$ cat src/sv/mcr_pkg.sv
// Shared constants and types for the midpoint circle rasterizer.
package mcr_pkg;

  // Fixed pixel coordinate width on the result side
  localparam int unsigned PIX_W = 13;
  // Packed result: {pixel_x, pixel_y, pixel_valid, last_pixel}
  localparam int unsigned RES_W = 2 * PIX_W + 2;
  // Depth of the command and result queues (power of two)
  localparam int unsigned QUEUE_DEPTH = 2;

  // Command codes carried in the action field
  localparam logic ACT_START = 1'b0;
  localparam logic ACT_NEXT  = 1'b1;

  // Square root unit sequencer
  typedef enum logic [1:0] {
    SQ_IDLE,
    SQ_LOAD,
    SQ_ITER
  } sq_state_e;

  // Back-end sequencer
  typedef enum logic {
    ENG_READY,
    ENG_ROOT
  } eng_state_e;

endpackage

$ cat src/sv/midpoint_circle_rasterizer.sv
// Top level of the midpoint circle rasterizer: command queue, engine, root unit, result queue.
//
// Usage: both channels behave as queues. Write a command with push while full is low;
// action 0 starts a circle from a center and a rim point, action 1 asks for the next
// pixel. Each command yields exactly one result, read while empty is low and taken
// with pop. A next command with no circle running returns an all-zero idle result.
// A next command passes from the command queue register through the engine's
// combinational step and pixel adder path into the result queue register, which
// drives the result ports. Once the engine takes a start command, the square root
// unit latches the offsets, squares and sums them, settles the COORD_BITS + 1 root
// bits and raises done; the engine then queues the first pixel. Throughput: one
// next command per cycle while the result queue has room, set by that path in the
// engine; start commands occupy the engine during the root search.
// Reset clears both queues and the circle state; no circle is active afterwards.
// When the receiver stalls, the result queue fills, the engine holds, the command
// queue fills and full rises; nothing is dropped.
module midpoint_circle_rasterizer #(
  parameter int unsigned COORD_BITS = 10
) (
  input  logic                               clk_i,
  input  logic                               rst_ni,
  // command channel
  input  logic                               push,
  output logic                               full,
  input  logic                               action_i,
  input  logic [COORD_BITS-1:0]              center_x_i,
  input  logic [COORD_BITS-1:0]              center_y_i,
  input  logic [COORD_BITS-1:0]              rim_x_i,
  input  logic [COORD_BITS-1:0]              rim_y_i,
  // result channel
  output logic                               empty,
  input  logic                               pop,
  output logic signed [mcr_pkg::PIX_W-1:0]   pixel_x_o,
  output logic signed [mcr_pkg::PIX_W-1:0]   pixel_y_o,
  output logic                               pixel_valid_o,
  output logic                               last_pixel_o
);

  localparam int unsigned CMD_W = 4 * COORD_BITS + 1;
  localparam int unsigned PW    = mcr_pkg::PIX_W;

  logic [CMD_W-1:0]          cmd_wdata, cmd_rdata;
  logic                      cmd_empty, cmd_pop;
  logic [mcr_pkg::RES_W-1:0] res_wdata, res_rdata;
  logic                      res_full, res_push;
  logic                      root_start, root_done;
  logic [COORD_BITS-1:0]     root_dx, root_dy;
  logic [COORD_BITS:0]       root;

  // Pack the command transfer
  assign cmd_wdata = {action_i, center_x_i, center_y_i, rim_x_i, rim_y_i};

  mcr_fifo #(
    .W     (CMD_W),
    .DEPTH (mcr_pkg::QUEUE_DEPTH)
  ) u_cmd_fifo (
    .clk_i   (clk_i),
    .rst_ni  (rst_ni),
    .push_i  (push),
    .wdata_i (cmd_wdata),
    .full_o  (full),
    .pop_i   (cmd_pop),
    .rdata_o (cmd_rdata),
    .empty_o (cmd_empty)
  );

  mcr_isqrt #(
    .COORD_BITS (COORD_BITS)
  ) u_isqrt (
    .clk_i   (clk_i),
    .rst_ni  (rst_ni),
    .start_i (root_start),
    .dx_i    (root_dx),
    .dy_i    (root_dy),
    .done_o  (root_done),
    .root_o  (root)
  );

  mcr_engine #(
    .COORD_BITS (COORD_BITS)
  ) u_engine (
    .clk_i        (clk_i),
    .rst_ni       (rst_ni),
    .cmd_data_i   (cmd_rdata),
    .cmd_empty_i  (cmd_empty),
    .cmd_pop_o    (cmd_pop),
    .res_full_i   (res_full),
    .res_push_o   (res_push),
    .res_data_o   (res_wdata),
    .root_start_o (root_start),
    .root_dx_o    (root_dx),
    .root_dy_o    (root_dy),
    .root_done_i  (root_done),
    .root_i       (root)
  );

  mcr_fifo #(
    .W     (mcr_pkg::RES_W),
    .DEPTH (mcr_pkg::QUEUE_DEPTH)
  ) u_res_fifo (
    .clk_i   (clk_i),
    .rst_ni  (rst_ni),
    .push_i  (res_push),
    .wdata_i (res_wdata),
    .full_o  (res_full),
    .pop_i   (pop),
    .rdata_o (res_rdata),
    .empty_o (empty)
  );

  // Unpack the result transfer
  assign pixel_x_o     = res_rdata[2*PW+1:PW+2];
  assign pixel_y_o     = res_rdata[PW+1:2];
  assign pixel_valid_o = res_rdata[1];
  assign last_pixel_o  = res_rdata[0];

endmodule

$ cat src/sv/mcr_fifo.sv
// Small register queue used between the front and back of the rasterizer.
module mcr_fifo #(
  parameter int unsigned W     = 1,
  parameter int unsigned DEPTH = 2
) (
  input  logic         clk_i,
  input  logic         rst_ni,
  input  logic         push_i,
  input  logic [W-1:0] wdata_i,
  output logic         full_o,
  input  logic         pop_i,
  output logic [W-1:0] rdata_o,
  output logic         empty_o
);

  localparam int unsigned AW = (DEPTH > 1) ? $clog2(DEPTH) : 1;
  localparam int unsigned CW = AW + 1;

  logic [W-1:0]  mem_q [DEPTH];
  logic [AW-1:0] wr_ptr_q, wr_ptr_d;
  logic [AW-1:0] rd_ptr_q, rd_ptr_d;
  logic [CW-1:0] count_q, count_d;
  logic          push_ok;
  logic          pop_ok;

  // Qualify transfers against the fill level
  assign full_o  = (count_q == CW'(DEPTH));
  assign empty_o = (count_q == '0);
  assign push_ok = push_i && !full_o;
  assign pop_ok  = pop_i && !empty_o;
  assign rdata_o = mem_q[rd_ptr_q];

  // Advance pointers and fill level
  always_comb begin
    wr_ptr_d = push_ok ? wr_ptr_q + AW'(1) : wr_ptr_q;
    rd_ptr_d = pop_ok ? rd_ptr_q + AW'(1) : rd_ptr_q;
    count_d  = count_q + CW'(push_ok) - CW'(pop_ok);
  end

  always_ff @(posedge clk_i or negedge rst_ni) begin
    if (!rst_ni) begin
      wr_ptr_q <= '0;
      rd_ptr_q <= '0;
      count_q  <= '0;
    end else begin
      wr_ptr_q <= wr_ptr_d;
      rd_ptr_q <= rd_ptr_d;
      count_q  <= count_d;
    end
  end

  // Store incoming entries
  always_ff @(posedge clk_i) begin
    if (push_ok) begin
      mem_q[wr_ptr_q] <= wdata_i;
    end
  end

endmodule

$ cat src/sv/mcr_isqrt.sv
// Iterative integer square root of dx*dx + dy*dy, two radicand bits per cycle.
module mcr_isqrt #(
  parameter int unsigned COORD_BITS = 10
) (
  input  logic                  clk_i,
  input  logic                  rst_ni,
  input  logic                  start_i,
  input  logic [COORD_BITS-1:0] dx_i,
  input  logic [COORD_BITS-1:0] dy_i,
  output logic                  done_o,
  output logic [COORD_BITS:0]   root_o
);

  localparam int unsigned VW = 2 * COORD_BITS + 2;

  mcr_pkg::sq_state_e state_q, state_d;

  logic [COORD_BITS-1:0]   dx_q, dy_q;
  logic [2*COORD_BITS-1:0] sq_x, sq_y;
  logic [VW-1:0]           rem_q, res_q, bit_q;
  logic [VW-1:0]           trial;
  logic                    done_q;
  logic                    load_en;
  logic                    iter_en;
  logic                    last_iter;

  assign sq_x      = {{COORD_BITS{1'b0}}, dx_q} * {{COORD_BITS{1'b0}}, dx_q};
  assign sq_y      = {{COORD_BITS{1'b0}}, dy_q} * {{COORD_BITS{1'b0}}, dy_q};
  assign trial     = res_q + bit_q;
  assign last_iter = (bit_q == VW'(1));

  // Next state
  always_comb begin
    state_d = state_q;
    case (state_q)
      mcr_pkg::SQ_IDLE: begin
        if (start_i) state_d = mcr_pkg::SQ_LOAD;
      end
      mcr_pkg::SQ_LOAD: begin
        state_d = mcr_pkg::SQ_ITER;
      end
      mcr_pkg::SQ_ITER: begin
        if (last_iter) state_d = mcr_pkg::SQ_IDLE;
      end
      default: begin
        state_d = mcr_pkg::SQ_IDLE;
      end
    endcase
  end

  // Datapath enables
  always_comb begin
    load_en = 1'b0;
    iter_en = 1'b0;
    case (state_q)
      mcr_pkg::SQ_LOAD: load_en = 1'b1;
      mcr_pkg::SQ_ITER: iter_en = 1'b1;
      default: begin
        load_en = 1'b0;
        iter_en = 1'b0;
      end
    endcase
  end

  always_ff @(posedge clk_i or negedge rst_ni) begin
    if (!rst_ni) begin
      state_q <= mcr_pkg::SQ_IDLE;
      done_q  <= 1'b0;
    end else begin
      state_q <= state_d;
      if (start_i) begin
        done_q <= 1'b0;
      end else if (iter_en && last_iter) begin
        done_q <= 1'b1;
      end
    end
  end

  // Capture operands, form the radicand, then settle one root bit per cycle
  always_ff @(posedge clk_i) begin
    if (start_i) begin
      dx_q <= dx_i;
      dy_q <= dy_i;
    end
    if (load_en) begin
      rem_q <= VW'(sq_x) + VW'(sq_y);
      res_q <= '0;
      bit_q <= VW'(1) << (VW - 2);
    end else if (iter_en) begin
      if (rem_q >= trial) begin
        rem_q <= rem_q - trial;
        res_q <= (res_q >> 1) + bit_q;
      end else begin
        res_q <= res_q >> 1;
      end
      bit_q <= bit_q >> 2;
    end
  end

  assign done_o = done_q;
  assign root_o = res_q[COORD_BITS:0];

endmodule

$ cat src/sv/mcr_engine.sv
// Back end: holds the circle state, runs midpoint steps and forms pixels.
module mcr_engine #(
  parameter int unsigned COORD_BITS = 10
) (
  input  logic                        clk_i,
  input  logic                        rst_ni,
  // command queue side
  input  logic [4*COORD_BITS:0]       cmd_data_i,
  input  logic                        cmd_empty_i,
  output logic                        cmd_pop_o,
  // result queue side
  input  logic                        res_full_i,
  output logic                        res_push_o,
  output logic [mcr_pkg::RES_W-1:0]   res_data_o,
  // square root unit
  output logic                        root_start_o,
  output logic [COORD_BITS-1:0]       root_dx_o,
  output logic [COORD_BITS-1:0]       root_dy_o,
  input  logic                        root_done_i,
  input  logic [COORD_BITS:0]         root_i
);

  localparam int unsigned C  = COORD_BITS;
  localparam int unsigned OW = C + 2;
  localparam int unsigned DW = C + 6;
  localparam int unsigned SW = (C + 3 > mcr_pkg::PIX_W) ? C + 3 : mcr_pkg::PIX_W;
  localparam int unsigned PW = mcr_pkg::PIX_W;

  mcr_pkg::eng_state_e state_q, state_d;

  logic [C-1:0]          center_x_q, center_y_q;
  logic signed [OW-1:0]  step_x_q, step_y_q;
  logic signed [DW-1:0]  decision_q;
  logic [2:0]            octant_q;
  logic                  active_q;

  logic                  cmd_action;
  logic [C-1:0]          cmd_cx, cmd_cy, cmd_rx, cmd_ry;
  logic                  take_cmd;
  logic                  take_start;
  logic                  take_next;
  logic                  root_finish;

  logic signed [DW-1:0]  xe, ye, dec_step;
  logic signed [OW-1:0]  cur_x, cur_y, off_x, off_y;
  logic [SW-1:0]         sum_x, sum_y;
  logic                  last_pix;
  logic [PW-1:0]         pix_x, pix_y;
  logic                  pix_valid;

  // Unpack the command
  assign cmd_action = cmd_data_i[4*C];
  assign cmd_cx     = cmd_data_i[4*C-1:3*C];
  assign cmd_cy     = cmd_data_i[3*C-1:2*C];
  assign cmd_rx     = cmd_data_i[2*C-1:C];
  assign cmd_ry     = cmd_data_i[C-1:0];

  // Next state
  always_comb begin
    state_d = state_q;
    case (state_q)
      mcr_pkg::ENG_READY: begin
        if (!cmd_empty_i && !res_full_i && cmd_action == mcr_pkg::ACT_START) begin
          state_d = mcr_pkg::ENG_ROOT;
        end
      end
      mcr_pkg::ENG_ROOT: begin
        if (root_done_i && !res_full_i) state_d = mcr_pkg::ENG_READY;
      end
      default: begin
        state_d = mcr_pkg::ENG_READY;
      end
    endcase
  end

  // Handshake outputs
  always_comb begin
    take_cmd    = 1'b0;
    root_finish = 1'b0;
    case (state_q)
      mcr_pkg::ENG_READY: take_cmd = !cmd_empty_i && !res_full_i;
      mcr_pkg::ENG_ROOT:  root_finish = root_done_i && !res_full_i;
      default: begin
        take_cmd    = 1'b0;
        root_finish = 1'b0;
      end
    endcase
  end

  assign take_start   = take_cmd && (cmd_action == mcr_pkg::ACT_START);
  assign take_next    = take_cmd && (cmd_action == mcr_pkg::ACT_NEXT);
  assign cmd_pop_o    = take_cmd;
  assign res_push_o   = take_next || root_finish;
  assign root_start_o = take_start;
  assign root_dx_o    = (cmd_rx > cmd_cx) ? cmd_rx - cmd_cx : cmd_cx - cmd_rx;
  assign root_dy_o    = (cmd_ry > cmd_cy) ? cmd_ry - cmd_cy : cmd_cy - cmd_ry;

  // Midpoint step, applied on the first of each group of eight pixels
  assign xe = DW'(step_x_q);
  assign ye = DW'(step_y_q);
  always_comb begin
    if (decision_q < 0) begin
      dec_step = decision_q + xe + xe + DW'(3);
    end else begin
      dec_step = decision_q + xe + xe - ye - ye + DW'(5);
    end
    if (octant_q == 3'd0) begin
      cur_x = step_x_q + OW'(1);
      cur_y = (decision_q < 0) ? step_y_q : step_y_q - OW'(1);
    end else begin
      cur_x = step_x_q;
      cur_y = step_y_q;
    end
  end

  // Pick the symmetric offset for this pixel
  always_comb begin
    last_pix = 1'b0;
    case (octant_q)
      3'd0: begin off_x = cur_x;  off_y = cur_y;  end
      3'd1: begin off_x = cur_x;  off_y = -cur_y; end
      3'd2: begin off_x = -cur_x; off_y = cur_y;  end
      3'd3: begin off_x = -cur_x; off_y = -cur_y; end
      3'd4: begin off_x = cur_y;  off_y = cur_x;  end
      3'd5: begin off_x = cur_y;  off_y = -cur_x; end
      3'd6: begin off_x = -cur_y; off_y = cur_x;  end
      default: begin
        off_x    = -cur_y;
        off_y    = -cur_x;
        last_pix = (cur_x > cur_y);
      end
    endcase
  end

  // Form the result: start pixel, stepped pixel or idle
  always_comb begin
    if (root_finish) begin
      sum_x     = SW'(center_x_q);
      sum_y     = SW'(center_y_q) + SW'(root_i);
      pix_valid = 1'b1;
    end else begin
      sum_x     = SW'(center_x_q) + SW'(off_x);
      sum_y     = SW'(center_y_q) + SW'(off_y);
      pix_valid = active_q;
    end
    pix_x = pix_valid ? sum_x[PW-1:0] : '0;
    pix_y = pix_valid ? sum_y[PW-1:0] : '0;
  end

  assign res_data_o = {pix_x, pix_y, pix_valid, pix_valid && !root_finish && last_pix};

  always_ff @(posedge clk_i or negedge rst_ni) begin
    if (!rst_ni) begin
      state_q    <= mcr_pkg::ENG_READY;
      center_x_q <= '0;
      center_y_q <= '0;
      step_x_q   <= '0;
      step_y_q   <= '0;
      decision_q <= '0;
      octant_q   <= '0;
      active_q   <= 1'b0;
    end else begin
      state_q <= state_d;
      if (take_start) begin
        // latch the new center and drop any circle in flight
        center_x_q <= cmd_cx;
        center_y_q <= cmd_cy;
        active_q   <= 1'b0;
      end else if (root_finish) begin
        step_x_q   <= '0;
        step_y_q   <= OW'(root_i);
        decision_q <= DW'(1) - DW'(root_i);
        octant_q   <= '0;
        active_q   <= 1'b1;
      end else if (take_next && active_q) begin
        if (octant_q == 3'd0) begin
          step_x_q   <= cur_x;
          step_y_q   <= cur_y;
          decision_q <= dec_step;
        end
        octant_q <= octant_q + 3'd1;
        if (octant_q == 3'd7 && last_pix) begin
          active_q <= 1'b0;
        end
      end
    end
  end

endmodule

$ cat config.mk
export PLATFORM = sky130hd
export DESIGN_NAME = midpoint_circle_rasterizer
export DESIGN_NICKNAME = d
export VERILOG_FILES = /design/src/sv/mcr_pkg.sv /design/src/sv/midpoint_circle_rasterizer.sv /design/src/sv/mcr_fifo.sv /design/src/sv/mcr_isqrt.sv /design/src/sv/mcr_engine.sv
export SDC_FILE = /design/constraint.sdc
export NUM_CORES = 1
export LEC_CHECK = 0
export ABC_CLOCK_PERIOD_IN_PS = 21000
export BUFFER_PORTS_ARGS = -buffer_cell sky130_fd_sc_hd__buf_2
export CAP_MARGIN = 25
export CORE_MARGIN = 2
export CORE_UTILIZATION = 50
export DETAILED_ROUTE_END_ITERATION = 6
export PLACE_DENSITY = 0.66
export SYNTH_ARGS = -nofsm -noshare
export SYNTH_HDL_FRONTEND = slang
export SYNTH_SLANG_ARGS = --single-unit
$ cat constraint.sdc
create_clock -name clk_i -period 21 [get_ports clk_i]
set_input_delay 4.2 -clock clk_i [delete_from_list [all_inputs] [get_ports clk_i]]
set_output_delay 4.2 -clock clk_i [all_outputs]
set_load 0.01 [all_outputs]
# Yosys cells after proc, flatten, opt, wreduce, memory -nomap -nowiden

Memories as Yosys holds them, arrays and structs flattened.
Cells that the tools add are included.

Logic and storage cells: 170
Output and inout port bits: 30
Bits of input ports: 45
RAM bits: 138
Bits in registers: 151
Memories kept: 2

Memory list:

| memory           | words | bits a word | rd ports | clocked after Yosys merged registers in | write ports | RTL line       | text |
|---|---|---|---|---|---|---|---|
| u_cmd_fifo.mem_q | 2     | 41          | 1        | 0                                       | 1           | mcr_fifo.sv:19 | `logic [W-1:0] mem_q [DEPTH];` |
| u_res_fifo.mem_q | 2     | 28          | 1        | 0                                       | 1           | mcr_fifo.sv:19 |  |

Multipliers: 2
Reduce and logical (&&, ||, !) cells: 43
Multiplexer cells: 49
Equal/unequal tests: 14
$lt $le $gt $ge: 5
Add/sub/neg operators: 31
Bitwise gates (word level): 3

Operator list:

| kind                  | number |
|---|---|
| $mux 12               | 9 |
| $mux 22               | 4 |
| $pmux 12 s3           | 2 |
| $mux 16               | 4 |
| $mux 13               | 4 |
| $mul 10x10->20        | 2 |
| $sub 10x10->10        | 4 |
| $add 16x12->16        | 2 |
| $sub 16x12->16        | 2 |
| $add 11x12->13        | 2 |
| $neg 12->12           | 2 |
| $add 21x21->22        | 1 |
| $add 22x21->22        | 1 |
| $ge 22x22->1          | 1 |
| $sub 22x22->22        | 1 |
| $add 20x20->21        | 1 |
| $gt 10x10->1          | 2 |
| $mux 10               | 2 |
| $mux 1                | 18 |
| $add 16x3->16 const B | 1 |
| $add 16x4->16 const B | 1 |
| $lt 16x1->1 const B   | 1 |
| $logic_and 1x1->1     | 14 |
| $add 10x11->12        | 1 |
| other kinds (31)      | 65 |

# Longest topological paths before layout

Depth after elaboration: 10
Mapped depth: 24
Depth with buffers taken out: 23

# By module

Synthesis repeated with hierarchy kept, for this count alone.

Cells, all modules: 2839
Area, all modules: 27356.2 um2

Modules (own cells, without submodules):

| module                 | cells an instance | times used | area an instance (um2) | seq. area each (um2) |
|---|---|---|---|---|
| mcr_isqrt              | 1240              | 1          | 11298.3                | 1996.9 |
| mcr_engine             | 1348              | 1          | 10430.0                | 1626.6 |
| mcr_fifo at u_cmd_fifo | 146               | 1          | 3362.0                 | 2562.5 |
| mcr_fifo at u_res_fifo | 105               | 1          | 2265.9                 | 1781.7 |

# Worst setup path before layout

OpenSTA, ideal clock, no wires.

Path kind: flip-flop to flip-flop
From: reg u_isqrt.dx_q[2]
To: reg u_isqrt.rem_q[18] (data pin)
Cell stages (with the launch flop): 24
Required time: 20732 ps
Arrival time: 6385 ps
Setup slack: 14346 ps
Cells stage by stage: edfxtp_1 > clkbuf_1 > nand2_1 > fa_1 > inv_1 > fa_1 > inv_1 > fa_1 > inv_1 > fa_1 > fa_1 > fa_1 > inv_1 > fa_1 > inv_1 > ha_1 > or3_1 > a21oi_1 > o22ai_1 > o41ai_1 > o2111ai_1 > a21oi_1 > xor2_1 > o21ai_0

Cells in the longest elaborated chain, start to end: 3

RTL lines:

| element                  | RTL line        | text |
|---|---|---|
| start: declaration       | mcr_isqrt.sv:18 | `logic [COORD_BITS-1:0] dx_q, dy_q;` |
| start signal: assignment | mcr_isqrt.sv:82 | `dx_q <= dx_i;` |
| $mul 10x10->20           | mcr_isqrt.sv:27 | `assign sq_x = {{COORD_BITS{1'b0}}, dx_q} * {{COORD_BITS{1'b0}}, dx_q};` |
| $add 20x20->21           | mcr_isqrt.sv:86 | `rem_q <= VW'(sq_x) + VW'(sq_y);` |
| $mux 22                  | mcr_isqrt.sv:85 | `if (load_en) begin` |
| end signal: assignment   | mcr_isqrt.sv:86 |  |
| end signal: assignment   | mcr_isqrt.sv:91 | `rem_q <= rem_q - trial;` |
| end: declaration         | mcr_isqrt.sv:20 | `logic [VW-1:0] rem_q, res_q, bit_q;` |

No other way between the ends.
A chain may end at the register's enable or synchronous reset.

# Final worst setup path

Ends and elaborated chain as after synthesis.

==> metrics <==
number of clock sinks between 200 and 300; Post-synth EDFFs 180; placed cells 3412; kind of critical path reg2reg; Max-Cap Viols 0; Max Buffers Root-to-Sink 3; commonest non-fill, non-tap cell in the layout inv_1; dominant register cell in the synthesized netlist edfxtp_1; core area a little over 50000 sq um; most frequent cells in the layout 310 x inv_1, 270 x ha_1, 202 x nand2_1; Setup crit start u_isqrt.dx_q[2]; Residual DRC 0; router iterations before antenna repair 7; Rel. slew slack 26.1%; hpwl dp ~51000 microns; TritonCTS clock tree done; CTS Buf Count 35; # hold bufs at CTS 0; routed len/inst ~19 microns; GRT Total Usage about a quarter; vias in the first global route 19.9k; RSZ-0062 raised after global routing false; grt total ovfl 0; ys async rst share between 20% and 30%; IO buf count between 70 and 80; Rows 83; # Post-CTS Setup Buffers 0; diode count 0; CP startpoint kind flip-flop; die height between 200 and 250 microns; Yosys reg bits ~290; clk slew on worst S/H paths about 0.060 ns; root buf cell clkbuf_16; Area contributors post-synth edfxtp_1 21%, ha_1 13%, fa_1 11%; syn nets roughly 3.2k; final setup violation count 0; die area between 50000 and 60000 sq um; initial antenna violation count 0; period utilization between 30% and 40%; Critical Path AT around 7.4 ns; final setup TNS 0 ns; post-CTS sizing 0; clock skew approximately 0.034 ns; Synth cell types between 100 and 150; largest net degree at the start of global routing just under 80; minimum clock period between 7 and 8 ns; max-slew violation count 0; status completed; fmax 140 MHz; Yosys warnings 0; R2R setup slack between 10 and 15 ns; area leader, netlist edfxtp_1; worst-margin pin slew 1.08 ns; Area Growth Syn to Fin 8.15%; global-route wire length before repair about 110000 microns; Placement Setup Slack 13.80 ns; crit-path max FO 11; initial core utilization 50.9%; Worst R2R Path Depth 22; remaining antenna violation count 0; share of cells above drive strength 1 about 8.8%; via count just over 20k; mapped cell area 26300 sq um; initial DRC count approximately 1.5k; Final Worst Setup Slack roughly 14 ns; RD Place Congestion 0.942; Top Ports 75; clock latency on the worst-skew pair around 0.56 ns; H-tree levels 2; Mapped Avg Cell Area approximately 9.6 sq um; crit path capture type flip-flop; fin cells ~3.5k; vias per cell between 5 and 6; hold path cells 2; die span in x between 200 and 250 microns; Hold Path Class reg2reg; worst path required time ~21 ns; post-synthesis sequential area ratio a little under a third; RR Startpoint u_isqrt.dx_q[2]; total wire length approximately 67000 microns; Nets ~3.2k; Worst R2R End u_isqrt.rem_q[18]; Synth top area share around a fifth; Cells after Synth around 2.7k; final hold violations 0; CP endpoint u_isqrt.rem_q[18]
==> synth_stat cells, types with 10 or more instances <==
| library cell | instances |
|---|---|
| nand2_1 | 202 |
| a211oi_1 | 21 |
| a31o_2 | 10 |
| xnor2_1 | 118 |
| nor2b_1 | 32 |
| nor3_1 | 46 |
| o22ai_1 | 17 |
| o21bai_1 | 18 |
| mux2_2 | 38 |
| dfxtp_1 | 33 |
| and3_1 | 22 |
| nand2b_1 | 23 |
| a21o_1 | 42 |
| nand4_1 | 18 |
| and2_1 | 52 |
| nor2_1 | 187 |
| o21a_1 | 21 |
| inv_1 | 310 |
| o211ai_1 | 18 |
| a31oi_1 | 21 |
| o31ai_1 | 20 |
| ha_1 | 272 |
| o221ai_1 | 14 |
| buf_1 | 14 |
| clkbuf_1 | 79 |
| nand3_1 | 45 |
| xor2_1 | 73 |
| mux2i_1 | 81 |
| a21oi_1 | 158 |
| or3_1 | 21 |
| o21ai_0 | 134 |
| buf_2 | 12 |
| edfxtp_1 | 180 |
| fa_1 | 139 |
| nor4_1 | 13 |
| dfrtp_1 | 76 |
==> critical path: stages, from the launching register on <==
cell       delay (ns)
edfxtp_1         0.56
nand2_1          0.15
fa_1             0.53
inv_1            0.05
fa_1             0.49
inv_1            0.05
fa_1             0.49
inv_1            0.05
fa_1             0.51
fa_1             0.44
fa_1             0.55
inv_1            0.06
fa_1             0.53
inv_1            0.05
ha_1             0.21
or3_1            0.41
a21oi_1          0.18
o22ai_1          0.14
o41ai_1          0.76
o2111ai_1        0.23
a21oi_1          0.22
xor2_1           0.15
o21ai_0          0.09
==> kinds of logic (layout without fill, tap and decap cells) <==
| family | Yosys count | after routing | synth area share, % |
|---|---|---|---|
| AOI/OAI and AO/OA | 588 | 588 | 14.5 |
| xor gates and xnor gates | 194 | 194 | 6.56 |
| adders and majority gates | 411 | 411 | 23.6 |
| buffers and inverters | 421 | 470 | 6.16 |
| DFF | 289 | 289 | 30.3 |
| muxes | 120 | 120 | 4.78 |
| and+or+nand+nor | 725 | 725 | 14.1 |
==> cell type report <==
class / count / area [sq um]
tap: 680 / 851
clock inverter: 16 / 199
multi-input combinational: 2038 / 16700
inverter: 311 / 1170
fill: 4532 / 23200
sequential: 289 / 7970
timing repair buffer: 96 / 583
clock buffer: 47 / 921
==> sequential cells by signal, indices dropped and copies added (netlist names) <==
name	flops
u_isqrt.bit_q	11
u_isqrt.state_q	2
u_engine.octant_q	3
u_res_fifo.count_q	2
u_cmd_fifo.count_q	2
u_isqrt.dx_q	10
u_engine.decision_q	16
u_engine.step_y_q	12
u_engine.step_x_q	12
u_engine.center_y_q	10
u_res_fifo.wr_ptr_q	1
u_res_fifo.rd_ptr_q	1
u_isqrt.rem_q	22
u_cmd_fifo.mem_q	82
u_isqrt.done_o	1
u_cmd_fifo.wr_ptr_q	1
u_engine.state_q	1
u_engine.active_q	1
u_engine.center_x_q	10
u_isqrt.res_q	22
u_res_fifo.mem_q	56
u_cmd_fifo.rd_ptr_q	1
u_isqrt.dy_q	10
==> worst min-delay path by stage <==
stage / startpoint / end / slack (ns)
floorplan: u_engine.decision_q[4] / u_engine.decision_q[4] / 0.46
global placement: u_engine.decision_q[7] / u_engine.decision_q[7] / 0.48
detailed placement: u_engine.decision_q[6] / u_engine.decision_q[6] / 0.49
CTS: u_engine.decision_q[6] / u_engine.decision_q[6] / 0.51
global route: u_engine.decision_q[6] / u_engine.decision_q[6] / 0.55
finish: u_engine.decision_q[1] / u_engine.decision_q[1] / 0.51
==> per-stage QoR <==
stage	hold slack [ns]	area [sq um]	utilization (%)
floorplan	0.455	26300	-
global placement	0.477	27200	52.7
detailed placement	0.494	27200	52.7
CTS	0.507	28300	54.9
global route	0.545	28400	55.0
finish	0.507	28400	55.0
==> routing by layer <==
layer  part of all wire, %  wire, microns  GRT usage [%]
met5                     0              0              0
met4                   2.7           1790           7.09
met3                   4.9           3270           2.93
met2                    47          31600           41.3
met1                    45          30200           34.3
Power is left out: the tool's default activity adds up to more than one toggle a clock period on the data nets, which glitch-free logic cannot reach.
